## config.mk

```make
export PLATFORM = sky130hd
export DESIGN_NAME = utf8_stream_decoder_top
export DESIGN_NICKNAME = d
export VERILOG_FILES = /design/src/design/u8d_pkg.sv /design/src/design/u8d_front.sv /design/src/design/u8d_queue.sv /design/src/design/u8d_back.sv /design/src/design/utf8_stream_decoder_top.sv
export SDC_FILE = /design/constraint.sdc
export NUM_CORES = 1
export LEC_CHECK = 0
export BUFFER_PORTS_ARGS = -buffer_cell sky130_fd_sc_hd__buf_2
export CORE_ASPECT_RATIO = 1.2
export CORE_MARGIN = 4
export CORE_UTILIZATION = 50
export CTS_BUF_LIST = sky130_fd_sc_hd__clkbuf_8
export DETAILED_ROUTE_END_ITERATION = 10
export HOLD_SLACK_MARGIN = 0.05
export PLACE_DENSITY = 0.72
export SYNTH_ARGS = -nofsm -noshare
export SYNTH_HDL_FRONTEND = slang
export SYNTH_SLANG_ARGS = --single-unit
```

## constraint.sdc

```tcl
create_clock -name clk -period 4.8 [get_ports clk]
set_clock_uncertainty 0.05 [all_clocks]
set_input_delay 0.48 -clock clk [delete_from_list [all_inputs] [get_ports clk]]
set_output_delay 0.48 -clock clk [all_outputs]
set_load 0.005 [all_outputs]
```

## src/design/u8d_pkg.sv

```systemverilog
// ----------------------------------------------------------------------------
// u8d_pkg
// Shared types and codes for the streaming UTF-8 decoder: byte classes,
// result status codes and the classified byte carried between front and back.
// ----------------------------------------------------------------------------
`default_nettype none

package u8d_pkg;

  // Result status codes
  localparam logic [2:0] ST_OK    = 3'd0;
  localparam logic [2:0] ST_NULL  = 3'd1;
  localparam logic [2:0] ST_LEAD  = 3'd2;
  localparam logic [2:0] ST_TRUNC = 3'd3;
  localparam logic [2:0] ST_CONT  = 3'd4;
  localparam logic [2:0] ST_VALUE = 3'd5;

  // Byte classes when the byte stands in lead position
  localparam logic [2:0] CLS_NULL    = 3'd0;
  localparam logic [2:0] CLS_ASCII   = 3'd1;
  localparam logic [2:0] CLS_LEAD2   = 3'd2;
  localparam logic [2:0] CLS_LEAD3   = 3'd3;
  localparam logic [2:0] CLS_LEAD4   = 3'd4;
  localparam logic [2:0] CLS_BADLEAD = 3'd5;

  // Classified byte as it travels through the queue
  typedef struct packed {
    logic [7:0] data;
    logic [2:0] lead_class;
    logic       is_cont;
    logic       last;
  } item_t;

endpackage

`default_nettype wire

```

## src/design/u8d_front.sv

```systemverilog
// ----------------------------------------------------------------------------
// u8d_front
// Input side: takes raw bytes, classifies each one as a lead byte and as a
// continuation byte, and pushes the classified byte into the queue.
// ----------------------------------------------------------------------------
`default_nettype none

module u8d_front
  import u8d_pkg::*;
(
  input  wire logic       in_valid,
  output logic            in_ready,
  input  wire logic [7:0] data_byte,
  input  wire logic       last_byte,
  input  wire logic       q_full,
  output logic            q_push,
  output item_t           q_item
);

  logic [2:0] lead_class;

  // Classify the byte in lead position
  always_comb begin
    if (data_byte == 8'h00) begin
      lead_class = CLS_NULL;
    end else if (!data_byte[7]) begin
      lead_class = CLS_ASCII;
    end else if (data_byte >= 8'hC2 && data_byte <= 8'hDF) begin
      lead_class = CLS_LEAD2;
    end else if (data_byte >= 8'hE0 && data_byte <= 8'hEF) begin
      lead_class = CLS_LEAD3;
    end else if (data_byte >= 8'hF0 && data_byte <= 8'hF4) begin
      lead_class = CLS_LEAD4;
    end else begin
      lead_class = CLS_BADLEAD;
    end
  end

  // Push a transaction when a byte is offered and the queue has room
  assign in_ready          = !q_full;
  assign q_push            = in_valid && !q_full;
  assign q_item.data       = data_byte;
  assign q_item.lead_class = lead_class;
  assign q_item.is_cont    = (data_byte[7:6] == 2'b10);
  assign q_item.last       = last_byte;

endmodule

`default_nettype wire

```

## src/design/u8d_queue.sv

```systemverilog
// ----------------------------------------------------------------------------
// u8d_queue
// Two-entry queue of classified bytes between the front and the back, so
// that either side can stall without stopping the other at once.
// ----------------------------------------------------------------------------
`default_nettype none

module u8d_queue
  import u8d_pkg::*;
(
  input  wire logic  clk,
  input  wire logic  rst,
  input  wire logic  push,
  input  wire item_t push_item,
  output logic       full,
  input  wire logic  pop,
  output logic       not_empty,
  output item_t      pop_item
);

  item_t       entries [2];
  logic        wr_ptr;
  logic        rd_ptr;
  logic [1:0]  count;

  assign full      = (count == 2'd2);
  assign not_empty = (count != 2'd0);
  assign pop_item  = entries[rd_ptr];

  // Store pushed items
  always_ff @(posedge clk) begin
    if (push) begin
      entries[wr_ptr] <= push_item;
    end
  end

  // Advance pointers and occupancy
  always_ff @(posedge clk) begin
    if (rst) begin
      wr_ptr <= 1'b0;
      rd_ptr <= 1'b0;
      count  <= 2'd0;
    end else begin
      if (push) begin
        wr_ptr <= ~wr_ptr;
      end
      if (pop) begin
        rd_ptr <= ~rd_ptr;
      end
      if (push && !pop) begin
        count <= count + 2'd1;
      end else if (pop && !push) begin
        count <= count - 2'd1;
      end
    end
  end

  a_no_overflow: assert property (@(posedge clk) disable iff (rst)
    count <= 2'd2)
    else $error("queue occupancy out of range");

  a_no_bad_pop: assert property (@(posedge clk) disable iff (rst)
    pop |-> count != 2'd0)
    else $error("pop from empty queue");

  a_no_push_full: assert property (@(posedge clk) disable iff (rst)
    full |-> !push)
    else $error("push into full queue");

endmodule

`default_nettype wire

```

## src/design/u8d_back.sv

```systemverilog
// ----------------------------------------------------------------------------
// u8d_back
// Decode side: pops classified bytes, tracks the sequence in progress,
// validates completed scalars and loads results into the output register.
// ----------------------------------------------------------------------------
`default_nettype none

module u8d_back
  import u8d_pkg::*;
#(
  parameter int unsigned MAX_STRING_BYTES = 65536
) (
  input  wire logic        clk,
  input  wire logic        rst,
  input  wire logic        q_not_empty,
  input  wire item_t       q_item,
  output logic             q_pop,
  output logic             out_valid,
  input  wire logic        out_ready,
  output logic [20:0]      code_point,
  output logic [2:0]       status,
  output logic [16:0]      char_count,
  output logic [15:0]      char_offset,
  output logic             string_end
);

  localparam logic [16:0] COUNT_LIMIT =
    (MAX_STRING_BYTES < 32'h1FFFF) ? 17'(MAX_STRING_BYTES) : 17'h1FFFF;

  logic [1:0]  bytes_pending, bytes_pending_next;
  logic [2:0]  sequence_length, sequence_length_next;
  logic [20:0] accumulator, accumulator_next;
  logic [16:0] chars_seen, chars_seen_next;
  logic [15:0] byte_position, byte_position_next;
  logic [15:0] start_position, start_position_next;
  logic        dropping, dropping_next;

  logic        emit;
  logic [2:0]  res_status;
  logic [20:0] res_cp;
  logic [20:0] acc_shift;
  logic        scalar_ok;

  // Pop when a byte waits and the output register is free
  assign q_pop = q_not_empty && (!out_valid || out_ready);

  // Shift a continuation byte into the partial scalar
  assign acc_shift = {accumulator[14:0], q_item.data[5:0]};

  // Check a completed scalar against overlong, surrogate and range limits
  always_comb begin
    scalar_ok = 1'b1;
    if (sequence_length == 3'd3 && acc_shift < 21'h800) begin
      scalar_ok = 1'b0;
    end
    if (sequence_length == 3'd4 && acc_shift < 21'h10000) begin
      scalar_ok = 1'b0;
    end
    if (acc_shift >= 21'hD800 && acc_shift <= 21'hDFFF) begin
      scalar_ok = 1'b0;
    end
    if (acc_shift > 21'h10FFFF) begin
      scalar_ok = 1'b0;
    end
  end

  // Step the decoder state for one popped byte
  always_comb begin
    bytes_pending_next   = bytes_pending;
    sequence_length_next = sequence_length;
    accumulator_next     = accumulator;
    chars_seen_next      = chars_seen;
    byte_position_next   = byte_position;
    start_position_next  = start_position;
    dropping_next        = dropping;
    emit                 = 1'b0;
    res_status           = ST_OK;
    res_cp               = 21'd0;

    if (dropping) begin
      // drop silently until the last byte
    end else if (bytes_pending == 2'd0) begin
      start_position_next = byte_position;
      unique case (q_item.lead_class)
        CLS_NULL: begin
          emit       = 1'b1;
          res_status = ST_NULL;
        end
        CLS_ASCII: begin
          emit   = 1'b1;
          res_cp = {13'd0, q_item.data};
        end
        CLS_LEAD2: begin
          bytes_pending_next   = 2'd1;
          sequence_length_next = 3'd2;
          accumulator_next     = {16'd0, q_item.data[4:0]};
        end
        CLS_LEAD3: begin
          bytes_pending_next   = 2'd2;
          sequence_length_next = 3'd3;
          accumulator_next     = {17'd0, q_item.data[3:0]};
        end
        CLS_LEAD4: begin
          bytes_pending_next   = 2'd3;
          sequence_length_next = 3'd4;
          accumulator_next     = {18'd0, q_item.data[2:0]};
        end
        default: begin
          emit       = 1'b1;
          res_status = ST_LEAD;
        end
      endcase
    end else if (!q_item.is_cont) begin
      emit       = 1'b1;
      res_status = ST_CONT;
    end else begin
      accumulator_next   = acc_shift;
      bytes_pending_next = bytes_pending - 2'd1;
      if (bytes_pending_next == 2'd0) begin
        emit = 1'b1;
        if (scalar_ok) begin
          res_cp = acc_shift;
        end else begin
          res_status = ST_VALUE;
        end
      end
    end

    // Report a string that ends inside a sequence
    if (!dropping && !emit && q_item.last && bytes_pending_next != 2'd0) begin
      emit       = 1'b1;
      res_status = ST_TRUNC;
    end

    if (emit) begin
      if (res_status == ST_OK) begin
        if (chars_seen < COUNT_LIMIT) begin
          chars_seen_next = chars_seen + 17'd1;
        end
      end else begin
        res_cp        = 21'd0;
        dropping_next = 1'b1;
      end
      bytes_pending_next   = 2'd0;
      sequence_length_next = 3'd0;
      accumulator_next     = 21'd0;
    end
  end

  // Hold decoder state; clear it after the last byte of a string
  always_ff @(posedge clk) begin
    if (rst) begin
      bytes_pending   <= 2'd0;
      sequence_length <= 3'd0;
      accumulator     <= 21'd0;
      chars_seen      <= 17'd0;
      byte_position   <= 16'd0;
      start_position  <= 16'd0;
      dropping        <= 1'b0;
    end else if (q_pop) begin
      if (q_item.last) begin
        bytes_pending   <= 2'd0;
        sequence_length <= 3'd0;
        accumulator     <= 21'd0;
        chars_seen      <= 17'd0;
        byte_position   <= 16'd0;
        start_position  <= 16'd0;
        dropping        <= 1'b0;
      end else begin
        bytes_pending   <= bytes_pending_next;
        sequence_length <= sequence_length_next;
        accumulator     <= accumulator_next;
        chars_seen      <= chars_seen_next;
        byte_position   <= byte_position + 16'd1;
        start_position  <= start_position_next;
        dropping        <= dropping_next;
      end
    end
  end

  // Output register valid flag
  always_ff @(posedge clk) begin
    if (rst) begin
      out_valid <= 1'b0;
    end else if (q_pop) begin
      out_valid <= emit;
    end else if (out_ready) begin
      out_valid <= 1'b0;
    end
  end

  // Load the result payload
  always_ff @(posedge clk) begin
    if (q_pop && emit) begin
      code_point  <= res_cp;
      status      <= res_status;
      char_count  <= chars_seen_next;
      char_offset <= start_position_next;
      string_end  <= q_item.last;
    end
  end

  a_drop_idle: assert property (@(posedge clk) disable iff (rst)
    dropping |-> bytes_pending == 2'd0)
    else $error("pending bytes while dropping");

  a_len_covers_pending: assert property (@(posedge clk) disable iff (rst)
    bytes_pending != 2'd0 |-> sequence_length > {1'b0, bytes_pending})
    else $error("sequence length below pending count");

  a_error_no_cp: assert property (@(posedge clk) disable iff (rst)
    out_valid && status != ST_OK |-> code_point == 21'd0)
    else $error("error result carries a code point");

  a_ok_nonzero: assert property (@(posedge clk) disable iff (rst)
    out_valid && status == ST_OK |-> code_point != 21'd0)
    else $error("good result with null code point");

endmodule

`default_nettype wire

```

## src/design/utf8_stream_decoder_top.sv

```systemverilog
// ----------------------------------------------------------------------------
// utf8_stream_decoder_top
// Strict streaming UTF-8 decoder, one byte per cycle unless the receiver stalls.
// ----------------------------------------------------------------------------
// Input channel (in_valid/in_ready): one string byte per transaction, with
// last_byte set on the final byte of the string.
// Output channel (out_valid/out_ready): one transaction per completed scalar
// or per error, carrying code point, status, running character count, byte
// offset of the sequence start and string_end.
// After an error, the rest of the string is dropped with no output; the last
// byte returns all decoder state to the start-of-string condition.
// Throughput: one byte per cycle unless the receiver stalls, set by the state
// update in the decode stage. A byte taken is written into the queue, then
// popped by the decode stage, and its result is loaded into the output
// register.
// When the receiver stalls, the output register holds its result, the queue
// fills, and in_ready drops after two more bytes. Reset (rst, synchronous)
// empties the queue and output register and starts a fresh string.
// ----------------------------------------------------------------------------
`default_nettype none

module utf8_stream_decoder_top
  import u8d_pkg::*;
#(
  parameter int unsigned MAX_STRING_BYTES = 65536
) (
  input  wire logic        clk,
  input  wire logic        rst,
  input  wire logic        in_valid,
  output logic             in_ready,
  input  wire logic [7:0]  data_byte,
  input  wire logic        last_byte,
  output logic             out_valid,
  input  wire logic        out_ready,
  output logic [20:0]      code_point,
  output logic [2:0]       status,
  output logic [16:0]      char_count,
  output logic [15:0]      char_offset,
  output logic             string_end
);

  logic  q_full;
  logic  q_push;
  item_t q_push_item;
  logic  q_pop;
  logic  q_not_empty;
  item_t q_pop_item;

  u8d_front u_front (
    .in_valid  (in_valid),
    .in_ready  (in_ready),
    .data_byte (data_byte),
    .last_byte (last_byte),
    .q_full    (q_full),
    .q_push    (q_push),
    .q_item    (q_push_item)
  );

  u8d_queue u_queue (
    .clk       (clk),
    .rst       (rst),
    .push      (q_push),
    .push_item (q_push_item),
    .full      (q_full),
    .pop       (q_pop),
    .not_empty (q_not_empty),
    .pop_item  (q_pop_item)
  );

  u8d_back #(
    .MAX_STRING_BYTES (MAX_STRING_BYTES)
  ) u_back (
    .clk         (clk),
    .rst         (rst),
    .q_not_empty (q_not_empty),
    .q_item      (q_pop_item),
    .q_pop       (q_pop),
    .out_valid   (out_valid),
    .out_ready   (out_ready),
    .code_point  (code_point),
    .status      (status),
    .char_count  (char_count),
    .char_offset (char_offset),
    .string_end  (string_end)
  );

endmodule

`default_nettype wire

```

==> results.yml <==
run_status:
  run_status: "finished, final reports clean"
final_layout:
  nNetsFinal: 749
  syn2layout_area_growth_pct: 12.73
  insertedDiodeCount: 0
  num-fill-cells: 1133
  drive_above_1_share: 0.1815
power_and_ir_drop:
  p_int_w: 0.002763
  power_frac_clock: 0.236
  power_density_mw_per_mm2: 537.0
  leakage_nw: 2.916
  combPwrFrac: 0.305
  p_switching_w: 0.001515
  ir_drop_uv: 238.5
  p_seq_frac: 0.460
  p_sw_frac: 0.3541
route:
  wire_per_inst_um: 17.04
  drtIter0Drc: 514
  viasPerCell: 5.849
  ant_nets: 0
  vias: 5352
  dr.pass1.iters: 7
  route.detailed.drc: 0
  wl_um: 15590
synthesis:
  synth-edff-count: 84
  synth_ff_type: "edfxtp_1"
  synthCells: 668
  syn_nets: 686
  netlist_area_mm2: 0.007066
  avgSynthCellArea_um2: 10.58
  yosysSeqAreaShare: 0.5723
  synthArstFlopShare: 0
  ys_types: 56
  synth_seq_cells: 160
  synth_warnings: 0
clock_network:
  clockRootBuffer: "clkbuf_8"
  cts_max_level: 4
  cts_sinks: 160
  postCtsSetupRepairBufs: 0
  clk_latency_ns: 0.44
  path_clk_slew_ns: 0.08
  clock_path_buffers: 2
  cts_buffers: 17
  postCtsHoldBufs: 0
  cts_tree: "yes"
  ctsResizeCount: 0
global_routing:
  grt_use_total: 0.1972
  grt-ovfl-total: 0
  first_global_vias: 5191
  grt_max_degree: 61
  antenna_found_initial: 0
  grt_pass1_wl_um: 25630
die:
  core_area_mm2: 0.01382
  start_util: 0.5113
  die_y_um: 138.2
  fp-row-count: 47
  die_area_mm2: 0.01610
  io-pin-count: 73
  fp.dieW_um: 116.5
timing:
  fin_crit_sh: 0.7385
  setup_tns_ns: 0
  setup_viol_count_final: 0
  min_period_ns: 3.545
  tightestPinTransition_ns: 1.152
  hold_viol_final: 0
  hold_ws_ns: 0.1816
  fin_ws_ns: 1.255
  rsz0062_at_grt: "false"
  timing.fmax_mhz: 282.1
  slew_violations: 0
  max_slew_margin: 0.2270
hold_path:
  hold_path_depth: 1
  worstHoldPathType: "in -> reg"
  hold_end: "u_queue.entries[1][0]"
  min_from: "last_byte"
setup_path:
  crit_slowest_cell: "dfxtp_1"
  critPathRequiredTime_ns: 4.83
  end_kind: "register"
  cpPeakStageDelay_ns: 0.96
  cp-start-kind: "register"
  arrival_ns: 3.57
  timing.rr.end: "u_back.code_point[8]"
  crit_chain: "mux2i_1, nor3_1, a211oi_1, inv_1, a21oi_4, buf_4"
  critPathMaxFanout: 37
  crit_family: "compound AO/OA/AOI/OAI gates"
  r2r_slack_ns: 1.25
  critPathBufInv: 2
  path_class: "reg -> reg"
  reg2reg_depth: 6
run:
  cap_violations: 0
placed_design:
  dp_hpwl_um: 10770
  portBuffers: 72
  gp_congestion: 0.8648
  dp_worst_setup_slack_ns: 1.264
==> power by group through the flow <==
stage	sequential [W]	clock, W	combinational, W
final	0.00197	0.00101	0.00130
after global routing	0.00200	0.00109	0.00142
after CTS	0.00197	0.00102	0.00131
after detailed placement	0.00200	0	0.00130
after global placement	0.00198	0	0.00126
after floorplan	0.00199	0	0.000787
==> logic make-up (layout without fill, tap and decap cells) <==
group | count (synthesis) | count (layout) | synth area share
AO/OA/AOI/OAI | 120 | 120 | 0.1190
XOR/XNOR | 34 | 34 | 0.04215
adder cells (fa/ha/maj) | 5 | 5 | 0.008854
buffers and inverters | 61 | 137 | 0.03577
flip-flops | 160 | 160 | 0.5723
multiplexers | 29 | 29 | 0.04409
AND/OR/NAND/NOR | 259 | 259 | 0.1778
==> synth_stat cells (all sizes together), types with 2 or more instances <==
master | number | area, um^2
nand3 | 28 | 140.1
a31oi | 10 | 62.56
a21oi | 24 | 120.1
o221ai | 2 | 17.52
o31a | 2 | 17.52
a22o | 2 | 17.52
a21o | 3 | 22.52
o2111ai | 3 | 26.28
dfxtp | 76 | 1521
buf | 11 | 65.06
a22oi | 27 | 202.7
a211oi | 4 | 30.03
xnor2 | 15 | 131.4
or2 | 2 | 12.51
o22ai | 2 | 12.51
o21ai | 14 | 70.06
or4 | 6 | 45.04
or3 | 8 | 50.05
nand2b | 5 | 31.28
o311ai | 3 | 26.28
nand3b | 2 | 15.01
o211ai | 9 | 67.56
inv | 24 | 90.08
nor2 | 82 | 307.8
nor4 | 9 | 62.56
nor3b | 2 | 15.01
nand4 | 10 | 62.56
clkbuf | 26 | 97.59
mux2 | 17 | 191.4
mux2i | 12 | 120.1
edfxtp | 84 | 2522
ha | 5 | 62.56
nor3 | 24 | 120.1
o32ai | 3 | 26.28
nand2 | 48 | 180.2
xor2 | 19 | 166.4
and2 | 21 | 131.4
and3 | 6 | 37.54
nor2b | 4 | 25.02
a32oi | 2 | 17.52
a221o | 3 | 30.03
==> per-stage QoR <==
stage	area, um^2	power (W)	util	instances
2_1_floorplan	7069	0.002780	-	668
3_3_place_gp	7556	0.003238	0.5468	883
3_5_place_dp	7556	0.003299	0.5468	883
4_1_cts	7965	0.004294	0.5764	915
5_1_grt	7965	0.004505	0.5764	915
6_report	7965	0.004277	0.5764	915
==> worst max-delay path by stage <==
stage,start,to,slack (ns),cells past startpoint
after detailed placement,register,u_back.code_point[10],1.26,6
after global placement,register,u_back.code_point[5],1.38,6
final,register,u_back.code_point[8],1.25,6
after CTS,register,u_back.code_point[10],1.26,6
after global routing,register,u_back.code_point[6],0.97,6
after floorplan,register,u_back.char_count[0],0.94,6
==> worst register-to-register path, delay by kind of cell, from the launching register on <==
family / cells / cell delay, ns
flip-flops: 1 / 0.96
multiplexers: 1 / 0.46
AND/OR/NAND/NOR: 1 / 0.11
buffers and inverters: 2 / 0.61
AO/OA/AOI/OAI: 2 / 0.98
==> per-layer routing <==
| metal | wire, um | part of all wire | global-route usage |
|---|---|---|---|
| met1 | 6439 | 0.41 | 0.2516 |
| met2 | 7998 | 0.51 | 0.3279 |
| met5 | 0 | 0 | 0 |
| met3 | 823 | 0.053 | 0.03934 |
| met4 | 333 | 0.021 | 0.07514 |
==> sequential cells by signal (all words and copies together), names as in the netlist, 15 cells and up, named ones only <==
name	flops
u_back.char_offset	16
u_back.byte_position	16
u_back.code_point	21
u_back.accumulator	15
u_back.start_position	16
u_back.char_count	17
u_back.chars_seen	17
u_queue.entries	26
==> cell usage in the layout (no fill, tap or decap), types with 3 or more instances in the layout <==
cell	count
a21o_1	3
ha_1	5
buf_2	72
nand2_1	48
dfxtp_1	76
a21oi_1	23
and2_1	21
o2111ai_1	3
nor2b_1	4
a211oi_1	4
clkbuf_8	20
nand4_1	10
nor2_1	82
a22oi_1	27
clkinv_4	4
or3_1	8
nor3_1	24
and3_1	6
buf_4	9
xor2_1	19
o311ai_0	3
o32ai_1	3
a221o_1	3
nand2b_1	5
o21ai_0	12
nor4_1	8
o211ai_1	9
nand3_1	28
a31oi_1	10
inv_1	24
mux2i_1	12
mux2_2	17
or4_1	6
edfxtp_1	84
xnor2_1	15
==> cell type report <==
class | instances | area (um^2) | share of cell area
Clock buffer | 20 | 275.3 | 0.03456
Clock inverter | 12 | 133.9 | 0.01681
Inverter | 24 | 90.09 | 0.01131
Multi-Input combinational cell | 447 | 2780 | 0.3490
Sequential cell | 160 | 4044 | 0.5077
Tap cell | 171 | 214.0 | 0.02686
Timing Repair Buffer | 81 | 427.9 | 0.05372
Power figures use the tool's default switching activity.
